[src/sv/bdhr_pkg.sv]
// ----------------------------------------------------------------------------
// bdhr_pkg: shared types and constants of the button debounce / hold / repeat
// speed-set unit.
// ----------------------------------------------------------------------------
package bdhr_pkg;

  // Field widths
  localparam int TIME_W  = 32;
  localparam int MS_W    = 16;
  localparam int POWER_W = 7;
  localparam int RPM_W   = 16;
  localparam int CFG_IDX_W  = 3;
  localparam int CFG_DATA_W = 16;

  // Configuration register indexes
  localparam logic [CFG_IDX_W-1:0] REG_DEBOUNCE_MS   = 3'd0;
  localparam logic [CFG_IDX_W-1:0] REG_HOLD_MS       = 3'd1;
  localparam logic [CFG_IDX_W-1:0] REG_REPEAT_MS     = 3'd2;
  localparam logic [CFG_IDX_W-1:0] REG_CONTROL_MODE  = 3'd3;
  localparam logic [CFG_IDX_W-1:0] REG_INITIAL_POWER = 3'd4;
  localparam logic [CFG_IDX_W-1:0] REG_INITIAL_RPM   = 3'd5;

  // Register defaults
  localparam logic [MS_W-1:0]    DEBOUNCE_RST = 16'd50;
  localparam logic [MS_W-1:0]    HOLD_RST     = 16'd500;
  localparam logic [MS_W-1:0]    REPEAT_RST   = 16'd100;
  localparam logic [POWER_W-1:0] INIT_POWER_RST = 7'd0;
  localparam logic [RPM_W-1:0]   INIT_RPM_RST   = 16'd0;

  // Control modes
  localparam logic MODE_POWER = 1'b0;
  localparam logic MODE_SPEED = 1'b1;

  // Target stepping
  localparam logic [POWER_W-1:0] POWER_MAX     = 7'd100;
  localparam logic [RPM_W-1:0]   RPM_INCREMENT = 16'd100;
  localparam logic [RPM_W-1:0]   RPM_MAX       = 16'hFFFF;

  // Pin levels (active low buttons)
  localparam logic LEVEL_PRESSED  = 1'b0;
  localparam logic LEVEL_RELEASED = 1'b1;

  // Timing settings shared by all button lanes
  typedef struct packed {
    logic [MS_W-1:0] debounce_ms;
    logic [MS_W-1:0] hold_ms;
    logic [MS_W-1:0] repeat_ms;
  } bdhr_timing_t;

  // Per-tick button events from the lanes
  typedef struct packed {
    logic start_stop;
    logic up;
    logic down;
  } bdhr_events_t;

  // One result word
  typedef struct packed {
    logic               start_event;
    logic               stop_event;
    logic               motor_running;
    logic [POWER_W-1:0] target_power;
    logic [RPM_W-1:0]   target_rpm;
  } bdhr_result_t;

  // Clamp a power value to the legal range
  function automatic logic [POWER_W-1:0] clamp_power(input logic [POWER_W-1:0] v);
    return (v > POWER_MAX) ? POWER_MAX : v;
  endfunction

endpackage

[src/sv/bdhr_in_if.sv]
// ----------------------------------------------------------------------------
// bdhr_in_if: tick channel, time stamp plus three button pin levels.
// ----------------------------------------------------------------------------
interface bdhr_in_if;
  import bdhr_pkg::*;

  logic              valid;
  logic              ready;
  logic [TIME_W-1:0] now_ms;
  logic              level_start_stop;
  logic              level_up;
  logic              level_down;

  modport source (output valid, now_ms, level_start_stop, level_up, level_down,
                  input ready);
  modport sink   (input valid, now_ms, level_start_stop, level_up, level_down,
                  output ready);
endinterface

[src/sv/bdhr_out_if.sv]
// ----------------------------------------------------------------------------
// bdhr_out_if: result channel, events and current targets after each tick.
// ----------------------------------------------------------------------------
interface bdhr_out_if;
  import bdhr_pkg::*;

  logic               valid;
  logic               ready;
  logic               start_event;
  logic               stop_event;
  logic               motor_running;
  logic [POWER_W-1:0] target_power;
  logic [RPM_W-1:0]   target_rpm;

  modport source (output valid, start_event, stop_event, motor_running,
                  target_power, target_rpm, input ready);
  modport sink   (input valid, start_event, stop_event, motor_running,
                  target_power, target_rpm, output ready);
endinterface

[src/sv/bdhr_cfg_if.sv]
// ----------------------------------------------------------------------------
// bdhr_cfg_if: configuration write channel, register index and write data.
// ----------------------------------------------------------------------------
interface bdhr_cfg_if;
  import bdhr_pkg::*;

  logic                  valid;
  logic                  ready;
  logic [CFG_IDX_W-1:0]  index;
  logic [CFG_DATA_W-1:0] data;

  modport source (output valid, index, data, input ready);
  modport sink   (input valid, index, data, output ready);
endinterface

[src/sv/bdhr_lane.sv]
// ----------------------------------------------------------------------------
// bdhr_lane: one button lane. Debounce, hold detection and auto-repeat with
// wrapping 32-bit elapsed-time compares; flags one event per tick at most.
// ----------------------------------------------------------------------------
module bdhr_lane (
  input  logic                         clk,
  input  logic                         rst_n,
  input  logic                         advance,
  input  logic [bdhr_pkg::TIME_W-1:0]  now_ms,
  input  logic                         level,
  input  bdhr_pkg::bdhr_timing_t       timing,
  output logic                         event_hit
);
  import bdhr_pkg::*;

  logic              last_level_r, last_level_nxt;
  logic              pressed_r, pressed_nxt;
  logic              held_r, held_nxt;
  logic [TIME_W-1:0] press_time_r, press_time_nxt;
  logic [TIME_W-1:0] repeat_time_r, repeat_time_nxt;

  logic [TIME_W-1:0] since_press;
  logic [TIME_W-1:0] since_repeat;
  logic              fall, rise;
  logic              debounce_ok, hold_ok, repeat_ok;

  // Elapsed times, wrapping
  assign since_press  = now_ms - press_time_r;
  assign since_repeat = now_ms - repeat_time_r;
  assign debounce_ok  = since_press  > {{(TIME_W-MS_W){1'b0}}, timing.debounce_ms};
  assign hold_ok      = since_press  > {{(TIME_W-MS_W){1'b0}}, timing.hold_ms};
  assign repeat_ok    = since_repeat > {{(TIME_W-MS_W){1'b0}}, timing.repeat_ms};

  assign fall = (level == LEVEL_PRESSED)  && (last_level_r == LEVEL_RELEASED);
  assign rise = (level == LEVEL_RELEASED) && (last_level_r == LEVEL_PRESSED);

  // Next state and event
  always_comb begin
    last_level_nxt  = level;
    pressed_nxt     = pressed_r;
    held_nxt        = held_r;
    press_time_nxt  = press_time_r;
    repeat_time_nxt = repeat_time_r;
    event_hit       = 1'b0;
    priority if (fall) begin
      if (debounce_ok) begin
        pressed_nxt     = 1'b1;
        press_time_nxt  = now_ms;
        repeat_time_nxt = now_ms;
        event_hit       = 1'b1;
      end
    end else if (rise) begin
      pressed_nxt = 1'b0;
      held_nxt    = 1'b0;
    end else if (pressed_r && (level == LEVEL_PRESSED)) begin
      if (!held_r && hold_ok) begin
        held_nxt        = 1'b1;
        repeat_time_nxt = now_ms;
        event_hit       = 1'b1;
      end else if (held_r && repeat_ok) begin
        repeat_time_nxt = now_ms;
        event_hit       = 1'b1;
      end
    end else begin
      // steady level with no press pending: state holds
    end
  end

  // Lane state, updated per accepted tick
  always_ff @(posedge clk) begin
    if (!rst_n) begin
      last_level_r  <= LEVEL_RELEASED;
      pressed_r     <= 1'b0;
      held_r        <= 1'b0;
      press_time_r  <= '0;
      repeat_time_r <= '0;
    end else if (advance) begin
      last_level_r  <= last_level_nxt;
      pressed_r     <= pressed_nxt;
      held_r        <= held_nxt;
      press_time_r  <= press_time_nxt;
      repeat_time_r <= repeat_time_nxt;
    end
  end

endmodule

[src/sv/bdhr_merge.sv]
// ----------------------------------------------------------------------------
// bdhr_merge: combines the lane events. Start/stop toggles the run flag; up
// and down step the power or rpm target in that order, each clamped.
// ----------------------------------------------------------------------------
module bdhr_merge (
  input  logic                          clk,
  input  logic                          rst_n,
  input  logic                          advance,
  input  bdhr_pkg::bdhr_events_t        events,
  input  logic                          mode,
  input  logic                          load_power,
  input  logic                          load_rpm,
  input  logic [bdhr_pkg::CFG_DATA_W-1:0] load_data,
  output bdhr_pkg::bdhr_result_t        result
);
  import bdhr_pkg::*;

  logic               run_r, run_nxt;
  logic [POWER_W-1:0] power_r, power_nxt, power_up;
  logic [RPM_W-1:0]   rpm_r, rpm_nxt, rpm_up;
  logic [RPM_W:0]     rpm_sum;

  // Run flag toggle
  assign run_nxt = events.start_stop ? !run_r : run_r;

  // Power: up then down
  always_comb begin
    power_up = power_r;
    if (events.up) begin
      power_up = (power_r >= POWER_MAX) ? POWER_MAX : power_r + 7'd1;
    end
    power_nxt = power_up;
    if (events.down && (power_up != '0)) begin
      power_nxt = power_up - 7'd1;
    end
  end

  // Rpm: up saturates, down floors at zero
  assign rpm_sum = {1'b0, rpm_r} + {1'b0, RPM_INCREMENT};
  always_comb begin
    rpm_up = rpm_r;
    if (events.up) begin
      rpm_up = rpm_sum[RPM_W] ? RPM_MAX : rpm_sum[RPM_W-1:0];
    end
    rpm_nxt = rpm_up;
    if (events.down) begin
      rpm_nxt = (rpm_up > RPM_INCREMENT) ? rpm_up - RPM_INCREMENT : '0;
    end
  end

  // Result word after this tick
  always_comb begin
    result.start_event   = events.start_stop && !run_r;
    result.stop_event    = events.start_stop && run_r;
    result.motor_running = run_nxt;
    result.target_power  = (mode == MODE_POWER) ? power_nxt : power_r;
    result.target_rpm    = (mode == MODE_SPEED) ? rpm_nxt : rpm_r;
  end

  // Held state; register writes reload the targets
  always_ff @(posedge clk) begin
    if (!rst_n) begin
      run_r   <= 1'b0;
      power_r <= clamp_power(INIT_POWER_RST);
      rpm_r   <= INIT_RPM_RST;
    end else begin
      if (advance) begin
        run_r   <= result.motor_running;
        power_r <= result.target_power;
        rpm_r   <= result.target_rpm;
      end
      if (load_power) begin
        power_r <= clamp_power(load_data[POWER_W-1:0]);
      end
      if (load_rpm) begin
        rpm_r <= load_data[RPM_W-1:0];
      end
    end
  end

endmodule

[src/sv/button_debounce_hold_repeat_speed_set_unit.sv]
// The three button lanes and merge step form a result word in the accepting
// cycle, held in the output register or, while that waits, in the skid word.
// One tick per cycle while the skid word is empty; a two-word output buffer
// keeps input open while a result waits. Reset (synchronous, rst_n low) clears
// all button state and the run flag, loads register defaults and zero targets.
// ----------------------------------------------------------------------------
// button_debounce_hold_repeat_speed_set_unit: top level
// Three parallel button lanes, an event merge with run and target state, the
// configuration registers and a skid-buffered result output.
// ----------------------------------------------------------------------------
module button_debounce_hold_repeat_speed_set_unit (
  input  logic       clk,
  input  logic       rst_n,
  bdhr_in_if.sink    in_ch,
  bdhr_out_if.source out_ch,
  bdhr_cfg_if.sink   cfg_ch
);
  import bdhr_pkg::*;

  // Configuration registers
  bdhr_timing_t timing_r;
  logic         mode_r;
  logic         cfg_wr;
  logic         load_power, load_rpm;

  // Datapath
  logic         in_acc;
  bdhr_events_t events;
  bdhr_result_t result;

  // Output buffer
  logic         out_valid_r;
  bdhr_result_t out_res_r;
  logic         skid_valid_r;
  bdhr_result_t skid_res_r;
  logic         out_free;

  // Configuration write port
  assign cfg_ch.ready = 1'b1;
  assign cfg_wr       = cfg_ch.valid && cfg_ch.ready;
  assign load_power   = cfg_wr && (cfg_ch.index == REG_INITIAL_POWER);
  assign load_rpm     = cfg_wr && (cfg_ch.index == REG_INITIAL_RPM);

  always_ff @(posedge clk) begin
    if (!rst_n) begin
      timing_r.debounce_ms <= DEBOUNCE_RST;
      timing_r.hold_ms     <= HOLD_RST;
      timing_r.repeat_ms   <= REPEAT_RST;
      mode_r               <= MODE_POWER;
    end else if (cfg_wr) begin
      unique case (cfg_ch.index)
        REG_DEBOUNCE_MS:  timing_r.debounce_ms <= cfg_ch.data[MS_W-1:0];
        REG_HOLD_MS:      timing_r.hold_ms     <= cfg_ch.data[MS_W-1:0];
        REG_REPEAT_MS:    timing_r.repeat_ms   <= cfg_ch.data[MS_W-1:0];
        REG_CONTROL_MODE: mode_r               <= cfg_ch.data[0];
        default: ;
      endcase
    end
  end

  // Input handshake
  assign in_ch.ready = !skid_valid_r;
  assign in_acc      = in_ch.valid && in_ch.ready;

  // Button lanes
  bdhr_lane u_lane_start_stop (
    .clk       (clk),
    .rst_n     (rst_n),
    .advance   (in_acc),
    .now_ms    (in_ch.now_ms),
    .level     (in_ch.level_start_stop),
    .timing    (timing_r),
    .event_hit (events.start_stop)
  );

  bdhr_lane u_lane_up (
    .clk       (clk),
    .rst_n     (rst_n),
    .advance   (in_acc),
    .now_ms    (in_ch.now_ms),
    .level     (in_ch.level_up),
    .timing    (timing_r),
    .event_hit (events.up)
  );

  bdhr_lane u_lane_down (
    .clk       (clk),
    .rst_n     (rst_n),
    .advance   (in_acc),
    .now_ms    (in_ch.now_ms),
    .level     (in_ch.level_down),
    .timing    (timing_r),
    .event_hit (events.down)
  );

  // Event merge
  bdhr_merge u_merge (
    .clk        (clk),
    .rst_n      (rst_n),
    .advance    (in_acc),
    .events     (events),
    .mode       (mode_r),
    .load_power (load_power),
    .load_rpm   (load_rpm),
    .load_data  (cfg_ch.data),
    .result     (result)
  );

  // Output register plus skid word
  assign out_free = !out_valid_r || out_ch.ready;

  always_ff @(posedge clk) begin
    if (!rst_n) begin
      out_valid_r  <= 1'b0;
      skid_valid_r <= 1'b0;
    end else if (out_free) begin
      out_valid_r  <= skid_valid_r || in_acc;
      skid_valid_r <= 1'b0;
    end else if (in_acc) begin
      skid_valid_r <= 1'b1;
    end
  end

  always_ff @(posedge clk) begin
    if (out_free) begin
      out_res_r <= skid_valid_r ? skid_res_r : result;
    end else if (in_acc) begin
      skid_res_r <= result;
    end
  end

  assign out_ch.valid         = out_valid_r;
  assign out_ch.start_event   = out_res_r.start_event;
  assign out_ch.stop_event    = out_res_r.stop_event;
  assign out_ch.motor_running = out_res_r.motor_running;
  assign out_ch.target_power  = out_res_r.target_power;
  assign out_ch.target_rpm    = out_res_r.target_rpm;

`ifndef SYNTHESIS
  // Skid word only fills behind a waiting output word
  a_skid_behind_out: assert property (@(posedge clk) disable iff (!rst_n)
    skid_valid_r |-> out_valid_r)
    else $error("skid word valid while output register empty");

  // Start and stop never in the same word
  a_start_stop_excl: assert property (@(posedge clk) disable iff (!rst_n)
    out_valid_r |-> !(out_res_r.start_event && out_res_r.stop_event))
    else $error("start and stop event in one word");

  // Run flag agrees with the event that changed it
  a_run_matches_event: assert property (@(posedge clk) disable iff (!rst_n)
    (out_valid_r && (out_res_r.start_event || out_res_r.stop_event)) |->
      (out_res_r.motor_running == out_res_r.start_event))
    else $error("motor_running disagrees with start/stop event");

  // Power target stays in range
  a_power_range: assert property (@(posedge clk) disable iff (!rst_n)
    out_valid_r |-> (out_res_r.target_power <= POWER_MAX))
    else $error("target power above maximum");
`endif

endmodule
[src/flat_wrapper.sv]
// flat-port wrapper written by rule: the top's interface ports become plain ports
module button_debounce_hold_repeat_speed_set_unit_flat import bdhr_pkg::*;
  (clk, rst_n, in_ch_valid, in_ch_now_ms, in_ch_level_start_stop, in_ch_level_up, in_ch_level_down, in_ch_ready, out_ch_valid, out_ch_start_event, out_ch_stop_event, out_ch_motor_running, out_ch_target_power, out_ch_target_rpm, out_ch_ready, cfg_ch_valid, cfg_ch_index, cfg_ch_data, cfg_ch_ready);
  bdhr_in_if in_ch_i ();
  bdhr_out_if out_ch_i ();
  bdhr_cfg_if cfg_ch_i ();
  input  logic clk;
  input  logic rst_n;
  input wire logic [$bits(in_ch_i.valid)-1:0] in_ch_valid;
  input wire logic [$bits(in_ch_i.now_ms)-1:0] in_ch_now_ms;
  input wire logic [$bits(in_ch_i.level_start_stop)-1:0] in_ch_level_start_stop;
  input wire logic [$bits(in_ch_i.level_up)-1:0] in_ch_level_up;
  input wire logic [$bits(in_ch_i.level_down)-1:0] in_ch_level_down;
  output wire logic [$bits(in_ch_i.ready)-1:0] in_ch_ready;
  output wire logic [$bits(out_ch_i.valid)-1:0] out_ch_valid;
  output wire logic [$bits(out_ch_i.start_event)-1:0] out_ch_start_event;
  output wire logic [$bits(out_ch_i.stop_event)-1:0] out_ch_stop_event;
  output wire logic [$bits(out_ch_i.motor_running)-1:0] out_ch_motor_running;
  output wire logic [$bits(out_ch_i.target_power)-1:0] out_ch_target_power;
  output wire logic [$bits(out_ch_i.target_rpm)-1:0] out_ch_target_rpm;
  input wire logic [$bits(out_ch_i.ready)-1:0] out_ch_ready;
  input wire logic [$bits(cfg_ch_i.valid)-1:0] cfg_ch_valid;
  input wire logic [$bits(cfg_ch_i.index)-1:0] cfg_ch_index;
  input wire logic [$bits(cfg_ch_i.data)-1:0] cfg_ch_data;
  output wire logic [$bits(cfg_ch_i.ready)-1:0] cfg_ch_ready;
  assign in_ch_i.valid = in_ch_valid;
  assign in_ch_i.now_ms = in_ch_now_ms;
  assign in_ch_i.level_start_stop = in_ch_level_start_stop;
  assign in_ch_i.level_up = in_ch_level_up;
  assign in_ch_i.level_down = in_ch_level_down;
  assign in_ch_ready = in_ch_i.ready;
  assign out_ch_valid = out_ch_i.valid;
  assign out_ch_start_event = out_ch_i.start_event;
  assign out_ch_stop_event = out_ch_i.stop_event;
  assign out_ch_motor_running = out_ch_i.motor_running;
  assign out_ch_target_power = out_ch_i.target_power;
  assign out_ch_target_rpm = out_ch_i.target_rpm;
  assign out_ch_i.ready = out_ch_ready;
  assign cfg_ch_i.valid = cfg_ch_valid;
  assign cfg_ch_i.index = cfg_ch_index;
  assign cfg_ch_i.data = cfg_ch_data;
  assign cfg_ch_ready = cfg_ch_i.ready;
  button_debounce_hold_repeat_speed_set_unit u_core (.clk(clk), .rst_n(rst_n), .in_ch(in_ch_i), .out_ch(out_ch_i), .cfg_ch(cfg_ch_i));
endmodule
[config.mk]
export PLATFORM = sky130hd
export DESIGN_NAME = button_debounce_hold_repeat_speed_set_unit_flat
export DESIGN_NICKNAME = d
export VERILOG_FILES = /design/src/sv/bdhr_pkg.sv /design/src/sv/bdhr_in_if.sv /design/src/sv/bdhr_out_if.sv /design/src/sv/bdhr_cfg_if.sv /design/src/sv/bdhr_lane.sv /design/src/sv/bdhr_merge.sv /design/src/sv/button_debounce_hold_repeat_speed_set_unit.sv /design/src/flat_wrapper.sv
export SDC_FILE = /design/constraint.sdc
export NUM_CORES = 1
export LEC_CHECK = 0
export BUFFER_PORTS_ARGS = -buffer_cell sky130_fd_sc_hd__buf_2
export CELL_PAD_IN_SITES_DETAIL_PLACEMENT = 1
export CELL_PAD_IN_SITES_GLOBAL_PLACEMENT = 1
export CORE_UTILIZATION = 53
export DETAILED_ROUTE_END_ITERATION = 7
export GPL_TIMING_DRIVEN = 0
export PLACE_DENSITY = 0.91
export SYNTH_ARGS = -nofsm -noshare
export SYNTH_HDL_FRONTEND = slang
export SYNTH_HIERARCHICAL = 1
export SYNTH_SLANG_ARGS = --single-unit
[constraint.sdc]
create_clock -name clk -period 14.6 [get_ports clk]
set_input_delay 4.38 -clock clk [delete_from_list [all_inputs] [get_ports clk]]
set_output_delay 4.38 -clock clk [all_outputs]
set_load 0.02 [all_outputs]
==> run metrics <==
run status=finished clean; CTS Root Buffer Type=clkbuf_16; syn_nets=4239; Detailed Routing Iterations Pass 1=5; initial antenna violation count=2; xor/xnor share of the synthesized area=4.48%; CTS tree=built; Final period util=88.3%; net load switching power=1.21 mW; Max H-tree Level=2; CP required=14.95 ns; Max-cap violations=0; Clock Latency Late Sink=0.59 ns; Area Growth Syn to Fin=9.19%; synth unique cells=107; hold path cells=2; CTS resizes=0; simple-gate share of the synthesized area=20.2%; EDFF count, synth=52; cell accounting for the most synthesized area=dfxtp_1; fin crit period=12.89 ns; CP Class=input pin to flop; mux contribution to synthesized area=9.66%; clock sinks=328; main combinational cell family by area after synthesis=compound AO/OA/AOI/OAI gates; setup TNS=0 ns; flops & latches, synth=328; vias in the first global route=31600; filler cell count=7052; DR vias/cell=6.50; setup violators final=0; Site Rows=87; final slew viol count=0; Synth Flop Type=dfxtp_1; IO Pins=88; CP peak stage delay=0.67 ns; grt ovf=0; most numerous cell in the Yosys netlist=nand2_1; Final #Nets=4370; met2 GRT Util=63.6%; Final ANT Viol Nets=0; number of hold buffers added after cts=0; mean post-synth cell area=7.96 um^2; f_max=0.0776 GHz; net switching fraction of the power=37.4%; Reg clk slew, reported paths=0.06 ns; critical path peak fanout=10; clock share of power=33.1%; largest net degree at the start of global routing=30; combinational fraction of design power=35.8%; Mapped Cells=3836; Int Power=2.02 mW; Core Region=56600 um^2; Worst Setup Start Kind=input pin; Port Buf Inserts=86; Layout Utilization=58.9%; area fraction in compound gates after synthesis=20.8%; Die Span Y=242 um; post-DR wirelength/cell=24.7 um; Worst VDD drop=0.0863 mV; Yosys top cell area share=18.1%; CTS Buffer Depth=3; worst-margin pin slew=1.12 ns; top cells by count, synth=nand2_1, inv_1, ha_1; synthesized cell area=30500 um^2; asr flop ratio synth=0%; Worst slew margin=25.0%; Static Leakage=13.9 nW; met3 usage=6.56%; top cells by area, synth=dfxtp_1, ha_1, mux2i_1; die area=58600 um^2; Worst setup EP type=flop; RSZ-0062 raised after global routing=no; Crit path top cell by count=nand4_1; slowest CP cell=nor4b_1; CTS Buf Count=40; R2R depth=33; Detailed Place HPWL=83.9 mm; post-synthesis adder-cell area fraction=14.2%; Sequential Power Share=31.1%; min-delay worst type=flop to flop; yosys warns=6; busiest layer in global routing=met2; DR iter-0 viols=2241; Via Count=30900; DR DRC count=0; share of cells above drive strength 1=8.10%; register area share after synthesis=23.2%; routability cong.=0.968; pwr/cell area=96.9 nW/um^2; post-CTS setup buffers=0; r2r setup slk=5.70 ns; Routed WL=117 mm; die width=242 um; Layout Skew=0.0266 ns; total track usage=38.7%; CP arrival=13.23 ns; global-route wire length before repair=179 mm; met1 Usage GRT=46.9%; final hold viol count=0; Initial Utilization=53.9%
## placed cells by master, fill, tap and decap left out, types with 56 or more instances in the layout
master | synthesis | layout
o21ai_0 | 148 | 148
nor2b_1 | 147 | 146
nor3_1 | 63 | 63
nand2_1 | 494 | 494
buf_2 | 29 | 115
nand3_1 | 59 | 59
ha_1 | 338 | 338
clkbuf_1 | 114 | 121
nand4_1 | 96 | 96
inv_1 | 373 | 373
nor2_1 | 135 | 135
a21oi_1 | 280 | 280
xor2_1 | 67 | 67
xnor2_1 | 89 | 89
dfxtp_1 | 276 | 276
mux2i_1 | 253 | 253
o21a_1 | 56 | 56
a21o_1 | 108 | 108
## worst max-delay path: cells and delay by family
kind | cells | cell delay, ns
XOR/XNOR | 1 | 0.17
AO/OA/AOI/OAI | 10 | 2.49
buffers and inverters | 6 | 1.27
multiplexers | 2 | 0.67
adder cells (fa/ha/maj) | 4 | 1.06
AND/OR/NAND/NOR | 12 | 3.17
## power groups by stage
stage                     sequential [mW]  combinational [mW]  clock [mW]
after global placement               1.02                1.04           0
after floorplan                      1.02               0.777           0
final                                1.01                1.16        1.07
after global routing                 1.01                1.24        1.11
after detailed placement             1.02                1.09           0
after CTS                            1.00                1.12        1.08
## path summary, 6_finish.rpt
check	end	startpoint
worst max-delay path	u_core/out_ch.target_rpm[11]	in_ch_now_ms[0]
worst min-delay path	u_core/u_lane_up/repeat_time_r[7]	u_core/u_lane_up/repeat_time_r[7]
worst max register to register	u_core/out_ch.target_rpm[11]	u_core/u_lane_up/repeat_time_r[3]
worst min register to register	u_core/u_lane_up/repeat_time_r[7]	u_core/u_lane_up/repeat_time_r[7]
## cell families after synthesis
kind of cell             after synthesis
multiplexers                         290
AO/OA/AOI/OAI                        954
XOR/XNOR                             156
other                                  1
flip-flops                           328
adder cells (fa/ha/maj)              344
AND/OR/NAND/NOR                     1216
buffers and inverters                547
## per-layer routing
layer | vias to the layer above | wire [um]
li1 | 14000 | -
met3 | 411 | 7730
met4 | 0 | 8180
met2 | 1354 | 53400
met1 | 15100 | 48100
met5 | - | 0
## flip-flops by register name (all words and copies together), names as in the netlist, 7 cells and up
| name | flops |
|---|---|
| u_core/u_lane_start_stop/repeat_time_r | 32 |
| u_core/u_lane_down/press_time_r | 32 |
| u_core/u_merge/power_r | 7 |
| u_core/u_lane_up/press_time_r | 32 |
| u_core/out_ch.target_power | 7 |
| u_core/u_lane_up/repeat_time_r | 32 |
| u_core/u_lane_down/repeat_time_r | 32 |
| u_core/u_lane_start_stop/press_time_r | 32 |
| u_core/u_merge/rpm_r | 16 |
| u_core/skid_res_r | 26 |
| u_core/timing_r | 48 |
| u_core/out_ch.target_rpm | 16 |
## cell type report
cell class	count	area, um^2	area share, %
antenna	4	10.0	0.0300
timing repair buffer	89	468	1.40
sequential	328	7090	21.3
clock inverter	23	288	0.863
multi-input combinational	2961	21200	63.6
clock buffer	51	1080	3.25
tap	756	946	2.84
inverter	373	1400	4.20
buffer	174	866	2.60
## per-stage QoR
| stage | total power [mW] | worst slack (ns) | hold WS [ns] | area [um^2] | std cells |
|---|---|---|---|---|---|
| after floorplan | 1.80 | 3.41 | 0.435 | 30500 | 3836 |
| after global placement | 2.06 | 1.30 | 0.443 | 31900 | 4678 |
| after detailed placement | 2.12 | 1.33 | 0.453 | 31900 | 4681 |
| after CTS | 3.21 | 1.92 | 0.462 | 33300 | 4755 |
| after global routing | 3.37 | 1.40 | 0.478 | 33300 | 4757 |
| final | 3.23 | 1.71 | 0.459 | 33300 | 4759 |
Note: power is estimated with default switching activity, not from simulation.
